<file path="config.mk">
export PLATFORM = sky130hd
export DESIGN_NAME = lvm_bscale
export DESIGN_NICKNAME = d
export VERILOG_FILES = /design/src/hw/rtl/lvm_pkg.sv /design/src/hw/rtl/lvm_bscale.sv
export SDC_FILE = /design/constraint.sdc
export NUM_CORES = 1
export LEC_CHECK = 0
export BUFFER_PORTS_ARGS = -buffer_cell sky130_fd_sc_hd__buf_4
export CAP_MARGIN = 10
export CORE_MARGIN = 2
export CORE_UTILIZATION = 40
export CTS_CLUSTER_SIZE = 16
export DETAILED_ROUTE_END_ITERATION = 10
export HOLD_SLACK_MARGIN = 0.1
export SYNTH_ARGS = -nofsm -noshare
export SYNTH_HDL_FRONTEND = slang
export SYNTH_SLANG_ARGS = --single-unit
</file>
<file path="constraint.sdc">
create_clock -name clock -period 7.3 [get_ports clock]
set_input_delay 1.46 -clock clock [delete_from_list [all_inputs] [get_ports clock]]
set_output_delay 1.46 -clock clock [all_outputs]
set_load 0.01 [all_outputs]
</file>
<file path="src/hw/rtl/lvm_pkg.sv">
// shared widths, types and helpers for the look-at view matrix pipeline
// no dependencies; imported by lvm_bscale, lvm_unit, look_at_view_matrix_unit and the testbench
package lvm_pkg;

   localparam int IN_W     = 32;                  // q16.16 port width
   localparam int FRAC_W   = 16;
   localparam int WIDE_W   = 52;                  // raw vectors before block scaling
   localparam int POS_W    = $clog2(WIDE_W);
   localparam int SC_W     = 25;                  // block scaled component
   localparam int TOP_POS  = 22;                  // leading one lands on this bit
   localparam int XP_W     = 2 * SC_W;            // cross product term
   localparam int MAG_W    = 24;
   localparam int RAD_W    = 64;                  // radicand of the length
   localparam int TRIAL_W  = RAD_W + 2;
   localparam int ROOT_W   = 32;
   localparam int UNIT_SH  = 24;
   localparam int NUM_W    = 48;                  // dividend width
   localparam int DIV_W    = NUM_W + 2;
   localparam int QUO_W    = 18;
   localparam int UNIT_W   = 18;
   localparam int PROD_W   = UNIT_W + IN_W;
   localparam int SUM_W    = PROD_W + 2;

   localparam int BS_LAT    = 3;
   localparam int CROSS_LAT = 2;
   localparam int UNIT_LAT  = 2 + ROOT_W + 1 + QUO_W + 1;
   localparam int DOT_LAT   = 3;

   localparam logic [QUO_W-1:0] Q_ONE    = QUO_W'(65536);
   localparam logic [1:0]       ROW_LAST = 2'd3;

   typedef logic signed [IN_W-1:0]   fix_type;
   typedef logic signed [WIDE_W-1:0] wide_type;
   typedef logic signed [SC_W-1:0]   scaled_type;
   typedef logic signed [UNIT_W-1:0] unit_type;

   typedef struct packed {
      logic [2:0]            neg;
      logic [2:0][MAG_W-1:0] mag;
   } comp_type;

   function automatic logic [POS_W-1:0] lead_pos(input logic [WIDE_W-1:0] w);
      logic [POS_W-1:0] pos;
      pos = '0;
      for (int i = 0; i < WIDE_W; i++) begin
         if (w[i]) pos = POS_W'(i);
      end
      return pos;
   endfunction

endpackage

</file>
<file path="src/hw/rtl/lvm_bscale.sv">
// block scaling of a three component vector: common power of two shift so the
// largest magnitude sits in [2^22, 2^23); uses lvm_pkg
module lvm_bscale (
   input  logic                clock,
   input  logic                reset,
   input  logic                in_valid,
   input  lvm_pkg::wide_type   vec_in [3],
   output logic                out_valid,
   output lvm_pkg::scaled_type vec_out [3],
   output logic                out_zero
);
   import lvm_pkg::*;

   logic [BS_LAT-1:0]  valid_ff;
   wide_type           v1_ff [3];
   wide_type           v2_ff [3];
   scaled_type         v3_ff [3];
   logic [WIDE_W-1:0]  or_ff, or_in;
   logic [POS_W-1:0]   amt_ff, amt_in, pos;
   logic               right_ff, zero2_ff, zero3_ff;
   wide_type           neg_v [3];

   // or of magnitudes has the same leading one as the largest magnitude
   always_comb begin
      or_in = '0;
      for (int i = 0; i < 3; i++) begin
         neg_v[i] = -vec_in[i];
         or_in = or_in | (vec_in[i][WIDE_W-1] ? unsigned'(neg_v[i]) : unsigned'(vec_in[i]));
      end
   end

   always_comb begin
      pos = lead_pos(or_ff);
      if (pos > POS_W'(TOP_POS)) amt_in = pos - POS_W'(TOP_POS);
      else amt_in = POS_W'(TOP_POS) - pos;
   end

   always_ff @(posedge clock) begin
      if (reset) valid_ff <= '0;
      else valid_ff <= {valid_ff[BS_LAT-2:0], in_valid};
   end

   always_ff @(posedge clock) begin
      v1_ff    <= vec_in;
      or_ff    <= or_in;
      v2_ff    <= v1_ff;
      zero2_ff <= (or_ff == '0);
      right_ff <= pos > POS_W'(TOP_POS);
      amt_ff   <= amt_in;
      zero3_ff <= zero2_ff;
      for (int i = 0; i < 3; i++) begin
         // arithmetic right shift rounds toward minus infinity
         if (right_ff) v3_ff[i] <= SC_W'(v2_ff[i] >>> amt_ff);
         else v3_ff[i] <= SC_W'(v2_ff[i] <<< amt_ff);
      end
   end

   assign out_valid = valid_ff[BS_LAT-1];
   assign vec_out   = v3_ff;
   assign out_zero  = zero3_ff;

endmodule

</file>
==> out/metrics.cfg <==
[cts]
numCtsBuffers = 47
clockBufferDepth = 3
ctsHoldBuffers = 0
clock_latency_ns = 0.62
cts_root_buffer = clkbuf_16
cts_sinks = 451
post_cts_resize_count = 0
cts_setup_buffers = 0
h-tree-depth = 2
cts_tree = done
path_clk_slew_ns = 0.06

[hold_path]
whs_path_depth = 0
worstHoldEndpoint = v2_ff[142]
min_path_type = reg2reg
hold_start = v1_ff[142]

[yosys]
synth_top_cell_by_area = dfxtp_1
synthFlopType = dfxtp_1
synth_mux_area_frac = 0.245
synth-xor-area-share = 0.0457
synthArstFlopShare = 0
synth-seq-cells = 451
synthAdderAreaFrac = 0.00346
yosys-top-cells-area = dfxtp_1 36%, mux4_2 15%, mux2i_1 7.7%, nand2_1 4.7%, o21ai_0 4.7%
synth_common_cells = 451 x dfxtp_1, 320 x nand2_1, 250 x nor2_1
yosysSeqAreaShare = 0.357
yosysWarnings = 0
synthSimpleGateAreaFrac = 0.147
synth_top_family_by_area = multiplexers
synth.net_count = 2887
yosys.cell_count.top_type = dfxtp_1
synth_edf_count = 0
syn_area_um2 = 25300
yosysTopAreaCellShare = 0.357
synthCells = 2721
synth.distinct_cells = 71
synth_compound_area_frac = 0.165
avgSynthCellArea_um2 = 9.30

[die]
initial_core_util = 0.402
row_count = 92
die_width_um = 255
die_area_um2 = 65300
fp.dieH_um = 255
io_pins = 236
coreArea_um2 = 62900

[power_and_ir_drop]
finalPower_mw = 7.13
pwr-share-clk = 0.368
switchingPower_mw = 2.24
switching_share = 0.314
ir_drop_mv = 0.172
p_leak_nw = 10.9
p_int_mw = 4.89
p_seq_frac = 0.398
power_density_nw_per_um2 = 243
combPwrFrac = 0.234

[detailed_routing]
viasPerCell = 6.21
wl_per_cell_um = 29.2
vias = 23200
drtIter0Drc = 2600
antenna_left = 0
drt-total-wl_um = 109000
firstDrtPassIters = 7
drc_errors = 0

[finish]
nets = 3002
final_util = 0.467
syn_to_final_growth_pct = 16.0
fillers = 6073
drive_gt1_frac = 0.214

[timing]
fmax_ghz = 0.231
setup_viol = 0
drv_slew = 0
period_needed_ns = 4.32
setup_tns_ns = 0
fin_crit_sh = 0.592
rsz0062_at_grt = no
slew_headroom = 0.166
skew_ns = 0.0359
worst_pin_slew_ns = 1.24
hold_viol_final = 0

[critical_path]
critPathLaunchType = register
required_ns = 7.78
r2r_start = amt_ff[0]
cp_slowest_stage_delay_ns = 0.79
path_class = reg2reg
path_delay_family = compound AO/OA/AOI/OAI gates
crit_fanout = 54
crit_arrival_ns = 4.80
reg2reg_to = vec_out[68]
critical_path.cell_chain = buf_4 > mux4_2 > mux2i_1 > nor2_1 > a21oi_1 > nor2_1 > a21oi_1 > o21ai_0 > a22o_1
rrSetupSlack_ns = 2.98
reg2regPathDepth = 9
worstSetupEndpointType = register
crit_cells = 9
slowest_stage = dfxtp_4
critPathBufInv = 1

[global_route]
gr-total-overflow = 0
grt_pass1_wl_um = 155000
globalRouteTotalUtil = 0.323
grt_max_degree = 95
grt_pass1_vias = 22000
antenna_found_initial = 16

[status]
status = finished, final reports clean

[flow_run]
cap_violations = 0

[placed_design]
gp_congestion = 1.02
portBuffers = 235
dp_hpwl_um = 85700

[worst register-to-register path: stages (launching register included)]
cell	delay, ns
dfxtp_4	0.79
buf_4	0.79
mux4_2	0.67
mux2i_1	0.30
nor2_1	0.07
a21oi_1	0.53
nor2_1	0.12
a21oi_1	0.24
o21ai_0	0.31
a22o_1	0.38
[power groups by stage]
stage,Combinational (mW),Sequential (mW),Clock (mW)
floorplan,0.951,2.83,0
global placement,1.64,2.88,0
detailed placement,1.64,2.89,0
CTS,1.64,2.83,2.67
global route,1.76,2.86,2.77
finish,1.67,2.84,2.63
[routing by layer]
| metal | GRT usage | part of all wire | vias to the layer above |
|---|---|---|---|
| li1 | - | - | 10300 |
| met1 | 0.454 | 0.44 | 11500 |
| met2 | 0.486 | 0.43 | 1142 |
| met3 | 0.0438 | 0.075 | 189 |
| met4 | 0.166 | 0.055 | 4 |
| met5 | 0 | 0.00021 | - |
[flip-flops by register name (all words and copies together), names as in the netlist]
name	flops
vec_out	75
or_ff	52
v2_ff	156
v1_ff	156
right_ff	1
zero2_ff	1
amt_ff	6
valid_ff	3
out_zero	1
[cells by family (layout without fill, tap and decap cells)]
logic type                 Yosys count  after routing
buffers and inverters              238            392
other                                0              5
AOI/OAI and AO/OA                  655            655
DFF                                451            451
muxes                              408            408
adders and majority gates            7              7
xor gates and xnor gates           132            132
and+or+nand+nor                    830            830
[metrics by stage]
step,instances,cell area [um^2],worst slack (ns),hold WS [ns]
floorplan,2721,25300,3.30,0.310
global placement,3633,27600,2.47,0.311
detailed placement,3633,27600,2.45,0.312
CTS,3721,29300,3.05,0.299
global route,3722,29300,2.78,0.307
finish,3726,29300,2.98,0.302
[how the worst max path moves through the flow]
stage,end,from
final,vec_out[68],amt_ff[0]
after global routing,vec_out[27],amt_ff[0]
after CTS,or_ff[50],vec_in[52]
after detailed placement,or_ff[46],vec_in[52]
after global placement,or_ff[50],vec_in[52]
after floorplan,or_ff[50],vec_in[52]
[area by class of cell]
| class | count | area [um^2] | share of cell area |
|---|---|---|---|
| multi-input combinational | 2032 | 15300 | 0.523 |
| sequential | 451 | 9050 | 0.308 |
| timing repair buffer | 270 | 2040 | 0.0695 |
| clock buffer | 58 | 1280 | 0.0435 |
| tap | 846 | 1060 | 0.0361 |
| clock inverter | 30 | 437 | 0.0149 |
| inverter | 34 | 133 | 0.00452 |
| antenna | 5 | 12.5 | 0.000426 |
[cells in the final DEF, fill, tap and decap left out, types with 7 or more instances in the layout]
cell / Yosys / layout
o21ai_0: 240 / 240
a211oi_1: 24 / 24
clkbuf_16: 0 / 47
mux2_2: 50 / 50
mux2i_1: 194 / 194
a31oi_1: 21 / 21
o221ai_1: 28 / 28
nand2b_1: 16 / 16
nor2_1: 250 / 248
o22a_1: 13 / 13
and2_1: 7 / 7
dfxtp_1: 451 / 445
nand3_1: 73 / 73
or4_1: 19 / 19
mux4_2: 164 / 164
or3_1: 26 / 26
xor2_1: 115 / 115
buf_4: 0 / 269
a21oi_1: 98 / 98
nor3_1: 49 / 49
nor4_1: 22 / 22
o21a_1: 11 / 11
o31ai_1: 51 / 51
xnor2_1: 17 / 17
ha_1: 7 / 7
or2_2: 13 / 13
nand2_1: 320 / 320
o22ai_1: 36 / 36
bufinv_16: 0 / 8
inv_6: 0 / 8
o211ai_1: 48 / 48
inv_1: 32 / 30
o41ai_1: 19 / 19
nor2b_1: 9 / 9
Power figures use the tool's default switching activity.
